**config.mk**
```make
export PLATFORM = sky130hd
export DESIGN_NAME = tls13_server_hello_parser_top
export DESIGN_NICKNAME = d
export VERILOG_FILES = /design/src/sv/tls13sh_pkg.sv /design/src/sv/tls13sh_in_stage.sv /design/src/sv/tls13sh_parse_core.sv /design/src/sv/tls13sh_out_stage.sv /design/src/sv/tls13_server_hello_parser_top.sv
export SDC_FILE = /design/constraint.sdc
export NUM_CORES = 1
export LEC_CHECK = 0
export BUFFER_PORTS_ARGS = -buffer_cell sky130_fd_sc_hd__buf_2
export CAP_MARGIN = 10
export CELL_PAD_IN_SITES_DETAIL_PLACEMENT = 0
export CELL_PAD_IN_SITES_GLOBAL_PLACEMENT = 2
export CORE_MARGIN = 8
export CORE_UTILIZATION = 41
export CTS_BUF_LIST = sky130_fd_sc_hd__clkbuf_4 sky130_fd_sc_hd__clkbuf_8
export CTS_CLUSTER_DIAMETER = 200
export DETAILED_ROUTE_END_ITERATION = 7
export MAX_ROUTING_LAYER = met4
export PLACE_DENSITY = 0.91
export SLEW_MARGIN = 20
export SYNTH_ARGS = -nofsm -noshare
export SYNTH_HDL_FRONTEND = slang
export SYNTH_SLANG_ARGS = --single-unit
```
**constraint.sdc**
```tcl
create_clock -name clk -period 5 [get_ports clk]
set_input_delay 0.5 -clock clk [delete_from_list [all_inputs] [get_ports clk]]
set_output_delay 0.5 -clock clk [all_outputs]
set_load 0.03 [all_outputs]
```
**src/sv/tls13sh_pkg.sv**
```systemverilog
// Package for the ServerHello parser: request and result types,
// byte kind codes and protocol constants. No dependencies.
package tls13sh_pkg;

    typedef enum logic [1:0] {
        KIND_NONE   = 2'd0,
        KIND_RANDOM = 2'd1,
        KIND_KEY    = 2'd2
    } byte_kind_t;

    typedef struct packed {
        logic [7:0] data_byte;
        logic       end_of_message;
    } req_t;

    typedef struct packed {
        byte_kind_t byte_kind;
        logic [7:0] field_byte;
        logic [4:0] field_index;
        logic       verdict_valid;
        logic       accepted;
    } result_t;

    localparam logic [7:0]  HS_SERVER_HELLO        = 8'h02;
    localparam logic [7:0]  LEGACY_VER_BYTE        = 8'h03;
    localparam logic [7:0]  TLS13_MINOR            = 8'h04;
    localparam logic [7:0]  CIPHER_HI              = 8'h13;
    localparam logic [7:0]  CIPHER_LO              = 8'h01;
    localparam logic [7:0]  COMP_COUNT             = 8'h01;
    localparam logic [7:0]  COMP_NULL              = 8'h00;
    localparam logic [15:0] EXT_SUPPORTED_VERSIONS = 16'h002b;
    localparam logic [15:0] EXT_KEY_SHARE          = 16'h0033;
    localparam logic [15:0] GROUP_X25519           = 16'h001d;
    localparam logic [15:0] FIELD_LEN              = 16'd32;
    localparam logic [15:0] SHARE_HDR_LEN          = 16'd4;
    localparam logic [15:0] SV_BODY_LEN            = 16'd2;
    localparam logic [15:0] EXT_HDR_LEN            = 16'd4;
    localparam logic [15:0] HDR_LEN                = 16'd4;
    localparam logic [23:0] MAX_DECL_LEN           = 24'd65531;
    localparam logic [15:0] POS_SATURATED          = 16'hFFFF;

endpackage

```
**src/sv/tls13sh_in_stage.sv**
```systemverilog
// Input register for message bytes.
// Depends on tls13sh_pkg.
module tls13sh_in_stage
(
    input  logic                clk,
    input  logic                rst_n,
    input  logic                byte_valid,
    output logic                byte_stall,
    input  tls13sh_pkg::req_t   req_in,
    input  logic                out_free,
    output logic                req_valid,
    output tls13sh_pkg::req_t   req_out
);
    import tls13sh_pkg::*;

    logic in_valid_reg;
    logic in_valid_next;
    req_t req_reg;
    logic load;

    assign load          = !in_valid_reg || out_free;
    assign byte_stall    = !load;
    assign in_valid_next = load ? byte_valid : in_valid_reg;
    assign req_valid     = in_valid_reg;
    assign req_out       = req_reg;

    always_ff @(posedge clk or negedge rst_n)
    begin
        if (!rst_n)
        begin
            in_valid_reg <= 1'b0;
        end
        else
        begin
            in_valid_reg <= in_valid_next;
        end
    end

    always_ff @(posedge clk)
    begin
        if (load && byte_valid)
        begin
            req_reg <= req_in;
        end
    end

endmodule

```
**src/sv/tls13sh_parse_core.sv**
```systemverilog
// Byte-serial ServerHello parser: state registers and next-state logic.
// Depends on tls13sh_pkg.
module tls13sh_parse_core
(
    input  logic                   clk,
    input  logic                   rst_n,
    input  logic                   advance,
    input  tls13sh_pkg::req_t      req,
    output tls13sh_pkg::result_t   res
);
    import tls13sh_pkg::*;

    typedef enum logic [25:0] {
        PH_TYPE    = 26'h0000001,
        PH_LEN0    = 26'h0000002,
        PH_LEN1    = 26'h0000004,
        PH_LEN2    = 26'h0000008,
        PH_VER0    = 26'h0000010,
        PH_VER1    = 26'h0000020,
        PH_RANDOM  = 26'h0000040,
        PH_SIDLEN  = 26'h0000080,
        PH_SIDSKIP = 26'h0000100,
        PH_CS0     = 26'h0000200,
        PH_CS1     = 26'h0000400,
        PH_COMPLEN = 26'h0000800,
        PH_COMP    = 26'h0001000,
        PH_EXTLEN0 = 26'h0002000,
        PH_EXTLEN1 = 26'h0004000,
        PH_ET0     = 26'h0008000,
        PH_ET1     = 26'h0010000,
        PH_ES0     = 26'h0020000,
        PH_ES1     = 26'h0040000,
        PH_SV0     = 26'h0080000,
        PH_SV1     = 26'h0100000,
        PH_KSH     = 26'h0200000,
        PH_KEY     = 26'h0400000,
        PH_SKIP    = 26'h0800000,
        PH_DONE    = 26'h1000000,
        PH_SINK    = 26'h2000000
    } phase_t;

    phase_t      phase_reg, phase_next, phase_cur;
    logic [15:0] byte_position_reg, byte_position_next;
    logic [23:0] declared_length_reg, declared_length_next;
    logic [15:0] field_remaining_reg, field_remaining_next;
    logic [15:0] ext_kind_reg, ext_kind_next;
    logic [15:0] ext_length_reg, ext_length_next;
    logic [15:0] ext_area_reg, ext_area_next;
    logic [31:0] share_header_reg, share_header_next;
    logic        seen_version_reg, seen_version_next;
    logic        seen_key_share_reg, seen_key_share_next;
    logic        type_is_hello_reg, type_is_hello_next;
    logic        failed_reg, failed_next;

    logic [7:0]  b;
    logic        sat_fail;
    logic        len_fail;
    logic        fail;
    logic [24:0] decl_plus_hdr;
    logic [15:0] area_dec;
    logic [15:0] body_dec;
    logic [15:0] field_dec;
    logic [15:0] area_full;
    logic [15:0] area_expected;
    logic [15:0] ext_len_full;
    logic [23:0] decl_shift;
    logic [31:0] share_shift;

    function automatic phase_t next_ext(input logic [15:0] area);
        phase_t p;
        begin
            p = PH_ET0;
            if (area == 16'd0)
            begin
                p = PH_DONE;
            end
            else if (area < EXT_HDR_LEN)
            begin
                p = PH_SINK;
            end
            next_ext = p;
        end
    endfunction

    always_comb
    begin
        b             = req.data_byte;
        decl_plus_hdr = {1'b0, declared_length_reg} + {9'd0, HDR_LEN};
        area_dec      = (ext_area_reg != 16'd0) ? ext_area_reg - 16'd1 : ext_area_reg;
        body_dec      = (ext_length_reg != 16'd0) ? ext_length_reg - 16'd1 : ext_length_reg;
        field_dec     = field_remaining_reg - 16'd1;
        area_full     = {ext_area_reg[15:8], b};
        area_expected = declared_length_reg[15:0] + (HDR_LEN - 16'd1) - byte_position_reg;
        ext_len_full  = {ext_length_reg[15:8], b};
        decl_shift    = {declared_length_reg[15:0], b};
        share_shift   = {share_header_reg[23:0], b};

        phase_next           = phase_reg;
        byte_position_next   = byte_position_reg;
        declared_length_next = declared_length_reg;
        field_remaining_next = field_remaining_reg;
        ext_kind_next        = ext_kind_reg;
        ext_length_next      = ext_length_reg;
        ext_area_next        = ext_area_reg;
        share_header_next    = share_header_reg;
        seen_version_next    = seen_version_reg;
        seen_key_share_next  = seen_key_share_reg;
        type_is_hello_next   = type_is_hello_reg;
        fail                 = 1'b0;

        res.byte_kind     = KIND_NONE;
        res.field_byte    = 8'd0;
        res.field_index   = 5'd0;
        res.verdict_valid = req.end_of_message;
        res.accepted      = 1'b0;

        sat_fail = (byte_position_reg == POS_SATURATED);
        if (!sat_fail)
        begin
            byte_position_next = byte_position_reg + 16'd1;
        end
        len_fail = !(failed_reg || sat_fail) && (byte_position_reg >= HDR_LEN)
                   && ({9'd0, byte_position_reg} >= decl_plus_hdr);

        phase_cur   = (sat_fail || len_fail) ? PH_SINK : phase_reg;
        failed_next = failed_reg || sat_fail || len_fail;

        unique case (phase_cur)
            PH_TYPE:
            begin
                type_is_hello_next = (b == HS_SERVER_HELLO);
                phase_next         = PH_LEN0;
            end
            PH_LEN0:
            begin
                declared_length_next = decl_shift;
                phase_next           = PH_LEN1;
            end
            PH_LEN1:
            begin
                declared_length_next = decl_shift;
                phase_next           = PH_LEN2;
            end
            PH_LEN2:
            begin
                declared_length_next = decl_shift;
                fail                 = (decl_shift > MAX_DECL_LEN);
                phase_next           = PH_VER0;
            end
            PH_VER0:
            begin
                fail       = (b != LEGACY_VER_BYTE);
                phase_next = PH_VER1;
            end
            PH_VER1:
            begin
                fail                 = (b != LEGACY_VER_BYTE);
                phase_next           = PH_RANDOM;
                field_remaining_next = FIELD_LEN;
            end
            PH_RANDOM:
            begin
                res.byte_kind        = KIND_RANDOM;
                res.field_byte       = b;
                res.field_index      = 5'd0 - field_remaining_reg[4:0];
                field_remaining_next = field_dec;
                if (field_dec == 16'd0)
                begin
                    phase_next = PH_SIDLEN;
                end
            end
            PH_SIDLEN:
            begin
                field_remaining_next = {8'd0, b};
                phase_next           = (b != 8'd0) ? PH_SIDSKIP : PH_CS0;
            end
            PH_SIDSKIP:
            begin
                field_remaining_next = field_dec;
                if (field_dec == 16'd0)
                begin
                    phase_next = PH_CS0;
                end
            end
            PH_CS0:
            begin
                fail       = (b != CIPHER_HI);
                phase_next = PH_CS1;
            end
            PH_CS1:
            begin
                fail       = (b != CIPHER_LO);
                phase_next = PH_COMPLEN;
            end
            PH_COMPLEN:
            begin
                fail       = (b != COMP_COUNT);
                phase_next = PH_COMP;
            end
            PH_COMP:
            begin
                fail       = (b != COMP_NULL);
                phase_next = PH_EXTLEN0;
            end
            PH_EXTLEN0:
            begin
                ext_area_next = {b, 8'd0};
                phase_next    = PH_EXTLEN1;
            end
            PH_EXTLEN1:
            begin
                ext_area_next = area_full;
                if (area_full != area_expected)
                begin
                    fail = 1'b1;
                end
                else
                begin
                    phase_next = next_ext(area_full);
                    fail       = (phase_next == PH_SINK);
                end
            end
            PH_ET0:
            begin
                ext_kind_next = {b, 8'd0};
                ext_area_next = area_dec;
                phase_next    = PH_ET1;
            end
            PH_ET1:
            begin
                ext_kind_next = {ext_kind_reg[15:8], b};
                ext_area_next = area_dec;
                phase_next    = PH_ES0;
            end
            PH_ES0:
            begin
                ext_length_next = {b, 8'd0};
                ext_area_next   = area_dec;
                phase_next      = PH_ES1;
            end
            PH_ES1:
            begin
                ext_length_next = ext_len_full;
                ext_area_next   = area_dec;
                priority if (ext_len_full > area_dec)
                begin
                    fail = 1'b1;
                end
                else if (ext_kind_reg == EXT_SUPPORTED_VERSIONS)
                begin
                    fail       = (ext_len_full != SV_BODY_LEN);
                    phase_next = PH_SV0;
                end
                else if (ext_kind_reg == EXT_KEY_SHARE)
                begin
                    fail                 = (ext_len_full < SHARE_HDR_LEN);
                    phase_next           = PH_KSH;
                    field_remaining_next = SHARE_HDR_LEN;
                    share_header_next    = 32'd0;
                end
                else if (ext_len_full == 16'd0)
                begin
                    phase_next = next_ext(area_dec);
                    fail       = (phase_next == PH_SINK);
                end
                else
                begin
                    phase_next = PH_SKIP;
                end
            end
            PH_SV0:
            begin
                ext_area_next   = area_dec;
                ext_length_next = body_dec;
                fail            = (b != LEGACY_VER_BYTE);
                phase_next      = PH_SV1;
            end
            PH_SV1:
            begin
                ext_area_next   = area_dec;
                ext_length_next = body_dec;
                if (b != TLS13_MINOR)
                begin
                    fail = 1'b1;
                end
                else
                begin
                    seen_version_next = 1'b1;
                    phase_next        = next_ext(area_dec);
                    fail              = (phase_next == PH_SINK);
                end
            end
            PH_KSH:
            begin
                ext_area_next        = area_dec;
                ext_length_next      = body_dec;
                share_header_next    = share_shift;
                field_remaining_next = field_dec;
                if (field_dec == 16'd0)
                begin
                    fail = (share_shift[31:16] != GROUP_X25519)
                           || (share_shift[15:0] != FIELD_LEN)
                           || (body_dec < FIELD_LEN);
                    phase_next           = PH_KEY;
                    field_remaining_next = FIELD_LEN;
                end
            end
            PH_KEY:
            begin
                res.byte_kind        = KIND_KEY;
                res.field_byte       = b;
                res.field_index      = 5'd0 - field_remaining_reg[4:0];
                ext_area_next        = area_dec;
                ext_length_next      = body_dec;
                field_remaining_next = field_dec;
                if (field_dec == 16'd0)
                begin
                    seen_key_share_next = 1'b1;
                    if (body_dec == 16'd0)
                    begin
                        phase_next = next_ext(area_dec);
                        fail       = (phase_next == PH_SINK);
                    end
                    else
                    begin
                        phase_next = PH_SKIP;
                    end
                end
            end
            PH_SKIP:
            begin
                ext_area_next   = area_dec;
                ext_length_next = body_dec;
                if (body_dec == 16'd0)
                begin
                    phase_next = next_ext(area_dec);
                    fail       = (phase_next == PH_SINK);
                end
            end
            PH_SINK:
            begin
                phase_next = PH_SINK;
            end
            PH_DONE:
            begin
                fail = 1'b1;
            end
            default:
            begin
                fail = 1'b1;
            end
        endcase

        if (fail || phase_cur == PH_SINK)
        begin
            failed_next = failed_next || fail;
            phase_next  = PH_SINK;
        end

        res.accepted = req.end_of_message && !failed_next && (phase_next == PH_DONE)
                       && seen_version_next && seen_key_share_next && type_is_hello_next;

        if (req.end_of_message)
        begin
            phase_next           = PH_TYPE;
            byte_position_next   = 16'd0;
            declared_length_next = 24'd0;
            field_remaining_next = 16'd0;
            ext_kind_next        = 16'd0;
            ext_length_next      = 16'd0;
            ext_area_next        = 16'd0;
            share_header_next    = 32'd0;
            seen_version_next    = 1'b0;
            seen_key_share_next  = 1'b0;
            type_is_hello_next   = 1'b0;
            failed_next          = 1'b0;
        end
    end

    always_ff @(posedge clk or negedge rst_n)
    begin
        if (!rst_n)
        begin
            phase_reg           <= PH_TYPE;
            byte_position_reg   <= 16'd0;
            declared_length_reg <= 24'd0;
            field_remaining_reg <= 16'd0;
            ext_kind_reg        <= 16'd0;
            ext_length_reg      <= 16'd0;
            ext_area_reg        <= 16'd0;
            share_header_reg    <= 32'd0;
            seen_version_reg    <= 1'b0;
            seen_key_share_reg  <= 1'b0;
            type_is_hello_reg   <= 1'b0;
            failed_reg          <= 1'b0;
        end
        else if (advance)
        begin
            phase_reg           <= phase_next;
            byte_position_reg   <= byte_position_next;
            declared_length_reg <= declared_length_next;
            field_remaining_reg <= field_remaining_next;
            ext_kind_reg        <= ext_kind_next;
            ext_length_reg      <= ext_length_next;
            ext_area_reg        <= ext_area_next;
            share_header_reg    <= share_header_next;
            seen_version_reg    <= seen_version_next;
            seen_key_share_reg  <= seen_key_share_next;
            type_is_hello_reg   <= type_is_hello_next;
            failed_reg          <= failed_next;
        end
    end

    a_fail_sinks: assert property (@(posedge clk) disable iff (!rst_n)
        failed_reg |-> phase_reg == PH_SINK)
        else $error("failed flag set outside sink phase");

    a_eom_restart: assert property (@(posedge clk) disable iff (!rst_n)
        advance && req.end_of_message |=> phase_reg == PH_TYPE && byte_position_reg == 16'd0)
        else $error("parser did not restart after final byte");

    a_no_emit_failed: assert property (@(posedge clk) disable iff (!rst_n)
        advance && res.byte_kind != KIND_NONE |-> !failed_reg)
        else $error("field byte emitted after failure");

endmodule

```
**src/sv/tls13sh_out_stage.sv**
```systemverilog
// Result register between the parser and the result channel.
// Depends on tls13sh_pkg.
module tls13sh_out_stage
(
    input  logic                   clk,
    input  logic                   rst_n,
    input  logic                   advance,
    input  tls13sh_pkg::result_t   res_in,
    output logic                   out_free,
    output logic                   result_valid,
    input  logic                   result_stall,
    output tls13sh_pkg::result_t   res_out
);
    import tls13sh_pkg::*;

    logic    out_valid_reg;
    logic    out_valid_next;
    result_t res_reg;

    assign out_free       = !out_valid_reg || !result_stall;
    assign out_valid_next = out_free ? advance : out_valid_reg;
    assign result_valid   = out_valid_reg;
    assign res_out        = res_reg;

    always_ff @(posedge clk or negedge rst_n)
    begin
        if (!rst_n)
        begin
            out_valid_reg <= 1'b0;
        end
        else
        begin
            out_valid_reg <= out_valid_next;
        end
    end

    always_ff @(posedge clk)
    begin
        if (advance)
        begin
            res_reg <= res_in;
        end
    end

    a_accept_needs_verdict: assert property (@(posedge clk) disable iff (!rst_n)
        out_valid_reg && res_reg.accepted |-> res_reg.verdict_valid)
        else $error("accept without verdict");

    a_kind_legal: assert property (@(posedge clk) disable iff (!rst_n)
        out_valid_reg |-> (res_reg.byte_kind == KIND_NONE || res_reg.byte_kind == KIND_RANDOM
                           || res_reg.byte_kind == KIND_KEY))
        else $error("illegal byte kind in result register");

endmodule

```
**src/sv/tls13_server_hello_parser_top.sv**
```systemverilog
// Top level of the ServerHello parser: input register, parser, result register.
// Depends on tls13sh_pkg, tls13sh_in_stage, tls13sh_parse_core, tls13sh_out_stage.
//
//  channel   handshake                  payload
//  request   byte_valid / byte_stall    data_byte, end_of_message
//  result    result_valid / result_stall byte_kind, field_byte, field_index,
//                                       verdict_valid, accepted
//
// One request per cycle unless byte_stall is high, one result per request. A request goes
// from the input register through the combinational parser step into the result register.
// rst_n clears both valid flags and the parser state; the next byte is a message type.
// result_stall holds the result register; byte_stall rises only while it is full and held.
module tls13_server_hello_parser_top
(
    input  logic       clk,
    input  logic       rst_n,
    input  logic       byte_valid,
    output logic       byte_stall,
    input  logic [7:0] data_byte,
    input  logic       end_of_message,
    output logic       result_valid,
    input  logic       result_stall,
    output logic [1:0] byte_kind,
    output logic [7:0] field_byte,
    output logic [4:0] field_index,
    output logic       verdict_valid,
    output logic       accepted
);
    import tls13sh_pkg::*;

    req_t    req_in;
    req_t    req_q;
    logic    req_valid;
    logic    out_free;
    logic    advance;
    result_t res_d;
    result_t res_q;

    assign req_in.data_byte      = data_byte;
    assign req_in.end_of_message = end_of_message;
    assign advance               = req_valid && out_free;

    tls13sh_in_stage u_in_stage
    (
        .clk        (clk),
        .rst_n      (rst_n),
        .byte_valid (byte_valid),
        .byte_stall (byte_stall),
        .req_in     (req_in),
        .out_free   (out_free),
        .req_valid  (req_valid),
        .req_out    (req_q)
    );

    tls13sh_parse_core u_parse_core
    (
        .clk     (clk),
        .rst_n   (rst_n),
        .advance (advance),
        .req     (req_q),
        .res     (res_d)
    );

    tls13sh_out_stage u_out_stage
    (
        .clk          (clk),
        .rst_n        (rst_n),
        .advance      (advance),
        .res_in       (res_d),
        .out_free     (out_free),
        .result_valid (result_valid),
        .result_stall (result_stall),
        .res_out      (res_q)
    );

    assign byte_kind     = res_q.byte_kind;
    assign field_byte    = res_q.field_byte;
    assign field_index   = res_q.field_index;
    assign verdict_valid = res_q.verdict_valid;
    assign accepted      = res_q.accepted;

endmodule

```
# == After elaboration in Yosys (flattened, before gate mapping) ==
# Index checks and enable logic that the tools add are counted.
# totals
reg_bits,186
latch_bits,0
ramBits,0
rom_bits,0
input_bits,13
out_inout_bits,19
wordCells,227
mem_count,0
# op_classes
addsub,8
n_mul,0
n_div,0
n_lt_le_gt_ge,8
eq_ne,50
shifts,0
muxes,79
n_bitwise,0
n_reduce_logical,58
# op_table
op,count
26-bit 2-to-1 mux,32
26-bit one-hot mux with 25 select lines,1
16-bit 2-to-1 mux,12
"26-bit equality test, second input constant",6
24-bit 2-to-1 mux,6
16-bit one-hot mux with 3 select lines,2
16-bit logical NOT,5
16-bit one-hot mux with 5 select lines,1
"16-bit by 3-bit < comparator with 1-bit output, second input constant",3
24-bit one-hot mux with 2 select lines,1
"16-bit by 1-bit subtractor with 16-bit output, second input constant",3
"16-bit by 6-bit equality test with 1-bit output, second input constant",2
16-bit one-hot mux with 2 select lines,1
16-bit nonzero test,2
15-bit one-hot mux with 2 select lines,1
"26-bit by 1-bit equality test with 1-bit output, second input constant",1
"26-bit by 10-bit equality test with 1-bit output, second input constant",1
"26-bit by 11-bit equality test with 1-bit output, second input constant",1
"26-bit by 12-bit equality test with 1-bit output, second input constant",1
"26-bit by 13-bit equality test with 1-bit output, second input constant",1
"26-bit by 14-bit equality test with 1-bit output, second input constant",1
"26-bit by 15-bit equality test with 1-bit output, second input constant",1
"26-bit by 16-bit equality test with 1-bit output, second input constant",1
"26-bit by 17-bit equality test with 1-bit output, second input constant",1
58 further kinds,116

# == Logic depth before layout (Yosys ltp) ==
# logic_depth
word_depth,24
depth_mapped,20
ltp_nobuf,17

# == Modules after synthesis ==
# A second synthesis with hierarchy kept.
# unflattened
hier_cells,1642
area_unflattened_um2,13828.3
# modules_own_cells
mod,n_inst,cells_each,area_per_inst_um2,seq_area_each_um2
tls13sh_parse_core,1,1607,12947.4,3955.0
tls13sh_out_stage,1,20,546.8,535.5
tls13sh_in_stage,1,14,327.8,295.3
tls13_server_hello_parser_top,1,1,6.3,0.0

# == Worst setup path after synthesis ==
# No wires, ideal clock.
# synth_timing
path_kind,flip-flop to flip-flop
from,register u_parse_core.ext_area_reg[1]
to,register u_parse_core.field_remaining_reg[1]
setup_ps,69
t_arrival_ps,4284
required_ps,4931
slack_ps,646
path_stages_with_launch,19
n_path_buf,2
period_less_slack_ps,4354
cell_sequence,dfrtp_1 -> clkbuf_1 -> inv_1 -> ha_1 -> nor3b_1 -> and4_1 -> nor3_1 -> xor2_1 -> inv_1 -> ha_1 -> or4_1 -> a2111oi_0 -> o31a_1 -> a21o_1 -> o21ai_2 -> a31o_2 -> buf_4 -> or4_1 -> nand3_1
# synth_via
elab_chain_len,5
word_cells_on_any_way,6
classes_between,1 x add/sub; 1 x order compare; 1 x eq/ne; 1 x mux; 2 x reduce/logical
# synth_lines
element,line_no,rtl
from (decl),tls13sh_parse_core.sv:48,"logic [15:0] ext_area_reg, ext_area_next;"
from (signal assigned),tls13sh_parse_core.sv:405,ext_area_reg <= ext_area_next;
16-bit by 1-bit subtractor with 16-bit output / 16-bit nonzero test (equally long branches),tls13sh_parse_core.sv:89,area_dec = (ext_area_reg != 16'd0) ? ext_area_reg - 16'd1 : ext_area_reg;
16-bit 2-to-1 mux *,tls13sh_parse_core.sv:89,
16-bit > comparator *,tls13sh_parse_core.sv:245,priority if (ext_len_full > area_dec)
3-bit inequality test (no source line) *,--,
5-bit AND reduction (no source line) *,--,
to (signal assigned),tls13sh_parse_core.sv:402,field_remaining_reg <= field_remaining_next;
to (decl),tls13sh_parse_core.sv:45,"logic [15:0] field_remaining_reg, field_remaining_next;"
# Every way passes the cells marked *; elsewhere a longest branch is shown, timed or not.
# A chain may end at the register's enable or synchronous reset.

# == Worst setup path after layout ==
# layout_timing
from,register u_parse_core.declared_length_reg[3]
to,register u_parse_core.ext_area_reg[13]
# layout_via
elab_chain_len,9
word_cells_on_any_way,22
classes_between,1 x add/sub; 1 x order compare; 12 x eq/ne; 3 x mux; 5 x reduce/logical
# layout_lines
element,line_no,rtl
from (decl),tls13sh_parse_core.sv:44,"logic [23:0] declared_length_reg, declared_length_next;"
from (signal assigned),tls13sh_parse_core.sv:401,declared_length_reg <= declared_length_next;
24-bit by 3-bit adder with 25-bit output *,tls13sh_parse_core.sv:88,"decl_plus_hdr = {1'b0, declared_length_reg} + {9'd0, HDR_LEN};"
16-bit by 25-bit greater-or-equal comparator with 1-bit output *,tls13sh_parse_core.sv:123,"&& ({9'd0, byte_position_reg} >= decl_plus_hdr);"
1-bit logical AND *,tls13sh_parse_core.sv:123,
1-bit logical OR *,tls13sh_parse_core.sv:125,phase_cur = (sat_fail || len_fail) ? PH_SINK : phase_reg;
26-bit 2-to-1 mux *,tls13sh_parse_core.sv:125,
26-bit by 16-bit equality test with 1-bit output (tied with other cells),tls13sh_parse_core.sv:128,unique case (phase_cur)
9-bit OR reduction (no source line),--,
16-bit one-hot mux with 3 select lines / 3-bit nonzero test (equally long branches),--,
16-bit 2-to-1 mux / 3-bit AND reduction (equally long branches),--,
# Marked as above.

==> metrics.md <==
| Metric | Value |
|---|---|
| 1st-iter DRT viols | `approximately 1300` |
| Worst hold margin | `-0.00202 ns` |
| CORE AREA | `about 34000 sq um` |
| Post-synth EDFFs | `26` |
| Clock transition at the registers of the reported paths | `approximately 0.11 ns` |
| Hold Crit Class | `input port to asynchronous set/reset pin` |
| Number of global-route vias before repair | `approximately 13000` |
| # hold bufs at CTS | `0` |
| Clock Tree Root | `clkbuf_8` |
| Final worst path period share | `between 90 and 100%` |
| Rows | `slightly below 70` |
| Vias | `13600` |
| Syn Inst Count | `1676` |
| Yosys cell types | `103` |
| IO Count | `32` |
| Post-placement setup slack | `~0.13 ns` |
| CTS H-Tree Depth | `4` |
| Die ar. | `about 40000 sq um` |
| Final setup viols | `0` |
| Peak VDD IR | `0.260 mV` |
| Warnings, synthesis | `0` |
| Fin. Hold Viols | `3` |
| Final Cell Area | `about 16000 sq um` |
| Initial DRT Pass Iterations | `5` |
| Clock Path Buffers | `2` |
| Commonest non-fill, non-tap cell in the layout | `nand2_1` |
| Mapped Nets | `around 1800` |
| Placer Congestion | `between 0.9 and 1` |
| Unrepaired setup endpoints after global routing | `no` |
| Final setup margin | `around 0.30 ns` |
| Initial Util | `41.4%` |
| Clock sink count | `between 150 and 200` |
| Worst Path Max Fanout | `21` |
| Max reg flops | `26` |
| Top FF cell, synth | `dfrtp_1` |
| Area delta synth->final | `10.3%` |
| Largest net degree at the start of global routing | `approximately 90` |
| Mapped Area | `between 10000 and 15000 sq um` |
| Sequential area share after synthesis | `33.7%` |
| Number of synthesized register bits | `about 190` |
| Worst Setup Start Kind | `register` |
| Cell Pwr Density | `between 300 and 400 nW/um^2` |
| First-pass GRT wire length | `roughly 80000 um` |
| Worst skew pair latency | `between 0.5 and 0.6 ns` |
| Post-Route WL | `roughly 51000 um` |
| Post-route ant nets | `0` |
| CP endpoint kind | `register` |
| Status | `finished, violations left` |
| Max Clock Skew | `0.0282 ns` |
| Layout cells sized above 1 | `a little over an eighth` |
| CP arrival | `between 5 and 6 ns` |
| TritonCTS clock tree | `done` |
| Max cap viols | `0` |
| Leakage power | `around 6.4 nW` |
| Num CTS Buffers | `17` |
| Syn Area/Cell | `8.48 sq um` |
| Slew headroom | `40.4%` |
| Most frequent cells in the layout | `nand2_1, dfrtp_1, nor2_1` |
| CP required | `between 5 and 6 ns` |
| Post-synth ARST share | `between 80% and 90%` |
| Failing checks | `hold timing` |
| Slew of the pin with the lowest slew margin | `~0.89 ns` |
| DRC Markers | `0` |
| Final Slew Violations | `0` |
| Die Ht | `just over 200 um` |
| Vias per cell | `about 6.2` |
| Die X | `202 um` |
| Initial antenna violation count | `3` |
| Setup TNS | `0 ns` |
| NumNets Final | `roughly 1800` |
| Remaining Overflow, GRT | `0` |
| Port Buffers | `31` |
| Dpl hpwl | `around 39000 um` |
| Minimum clock period after layout | `roughly 4.7 ns` |
| WL/cell | `23.4 um` |
| Cell area after placement | `~15000 sq um` |
| Setup CP Type | `register to register` |
| Total GRT Usage | `roughly a quarter` |
| Length in cells of the worst reg-to-reg path | `18` |
| Peak Freq | `about 210 MHz` |
## path summary, 6_finish.rpt
| check | start | endpoint | slack, ns |
|---|---|---|---|
| max | u_parse_core.declared_length_reg[3]$_DFFE_PN0P_ | u_parse_core.ext_area_reg[13]$_DFFE_PN0P_ | 0.30 |
| max in group asynchronous | rst_n | u_parse_core.field_remaining_reg[7]$_DFFE_PN0P_ | 4.01 |
| min | rst_n | u_parse_core.ext_area_reg[2]$_DFFE_PN0P_ | -0.002 |
| max reg2reg | u_parse_core.declared_length_reg[3]$_DFFE_PN0P_ | u_parse_core.ext_area_reg[13]$_DFFE_PN0P_ | 0.30 |
| min reg2reg | u_parse_core.ext_kind_reg[2]$_DFFE_PN0P_ | u_parse_core.ext_kind_reg[2]$_DFFE_PN0P_ | 0.49 |
| min in group clk | data_byte[6] | u_in_stage.req_out[7]$_DFFE_PP_ | 0.16 |
## cell families (layout without fill, tap and decap cells)
kind of cell | count (synthesis) | in the layout | synth area share (%)
simple gates | 762 | 762 | 29.2
compound gates | 427 | 427 | 21.2
flops | 186 | 186 | 33.7
buf+inv | 150 | 203 | 4.43
xor+xnor | 71 | 71 | 4.47
fa+ha+maj | 70 | 70 | 6.21
mux | 10 | 10 | 0.748
other cells | 0 | 3 | 0
## per-stage QoR
step                      instances  power (mW)  utilization (%)
after floorplan                1676        3.80                -
after global placement         2149        4.80             44.1
after detailed placement       2149        4.80             44.1
after CTS                      2181        6.00             45.4
after global routing           2187        6.48             45.6
final                          2187        6.08             45.6
## cell usage after synthesis (all sizes together) (13+ instances only)
| library cell | number | area share, % |
|---|---|---|
| nand3 | 55 | 1.9 |
| nor2 | 129 | 3.4 |
| a21oi | 64 | 2.3 |
| a22o | 22 | 1.4 |
| buf | 33 | 1.3 |
| o21a | 15 | 0.79 |
| xor2 | 23 | 1.4 |
| a31oi | 16 | 0.70 |
| nand4 | 38 | 1.7 |
| nand2b | 33 | 1.5 |
| a21o | 14 | 0.74 |
| edfxtp | 26 | 5.5 |
| or4 | 29 | 1.6 |
| inv | 55 | 1.5 |
| dfrtp | 159 | 28 |
| nor4 | 70 | 3.7 |
| o211ai | 13 | 0.69 |
| o31ai | 63 | 3.6 |
| o22ai | 13 | 0.62 |
| xnor2 | 47 | 2.9 |
| o21ai | 99 | 3.6 |
| nor2b | 15 | 0.66 |
| and3 | 17 | 0.75 |
| nand2 | 183 | 4.8 |
| ha | 69 | 6.1 |
| or2 | 13 | 0.57 |
| clkbuf | 62 | 1.6 |
| and2 | 19 | 0.84 |
| or3 | 29 | 1.4 |
| nor3 | 70 | 2.5 |
## timing repair
action / 4_1_cts / 5_1_grt
endpoints found under the setup margin: 0 / 55
setup buffers: 0 / 3
gates resized for setup: 0 / 8
endpoints found under the hold margin: 0 / 0
## power by group
group | switching (mW) | leakage (nW) | internal, mW
registers | 0.169 | 2.44 | 1.64
logic | 1.91 | 3.69 | 1.18
clock network | 0.662 | 0.227 | 0.525
total | 2.74 | 6.36 | 3.34
## worst max-delay path, stage by stage (launching register included)
cell and delay (ns):
dfrtp_1 0.47, ha_1 0.24, nand4_1 0.23, nor2_2 0.26, nand2_1 0.09, xor2_1 0.15, ha_1 0.32, nand3_1 0.11
or2_2 0.32, a311o_1 0.32, o211ai_1 0.32, nand2_1 0.28, o21ai_2 0.23, buf_4 0.29, o32a_1 0.26, buf_4 0.26
and3_1 0.21, o21bai_1 0.08, o21ai_0 0.17
## routing by layer
metal,part of all wire (%),wire length [um],global-route usage (%)
met1,44,22500,33.1
met2,47,24100,40.5
met3,6.0,3050,4.16
met4,3.2,1620,9.40
met5,0,0,-
## layout make-up
cell class	count	area [sq um]
antenna	3	7.51
clock buffer	18	241
clock inverter	14	204
fill	3438	18700
inverter	55	206
multi-input combinational	1340	8840
sequential	186	4790
tap	455	569
timing repair buffer	116	825
No activity file was read; power rests on OpenSTA's default activity.
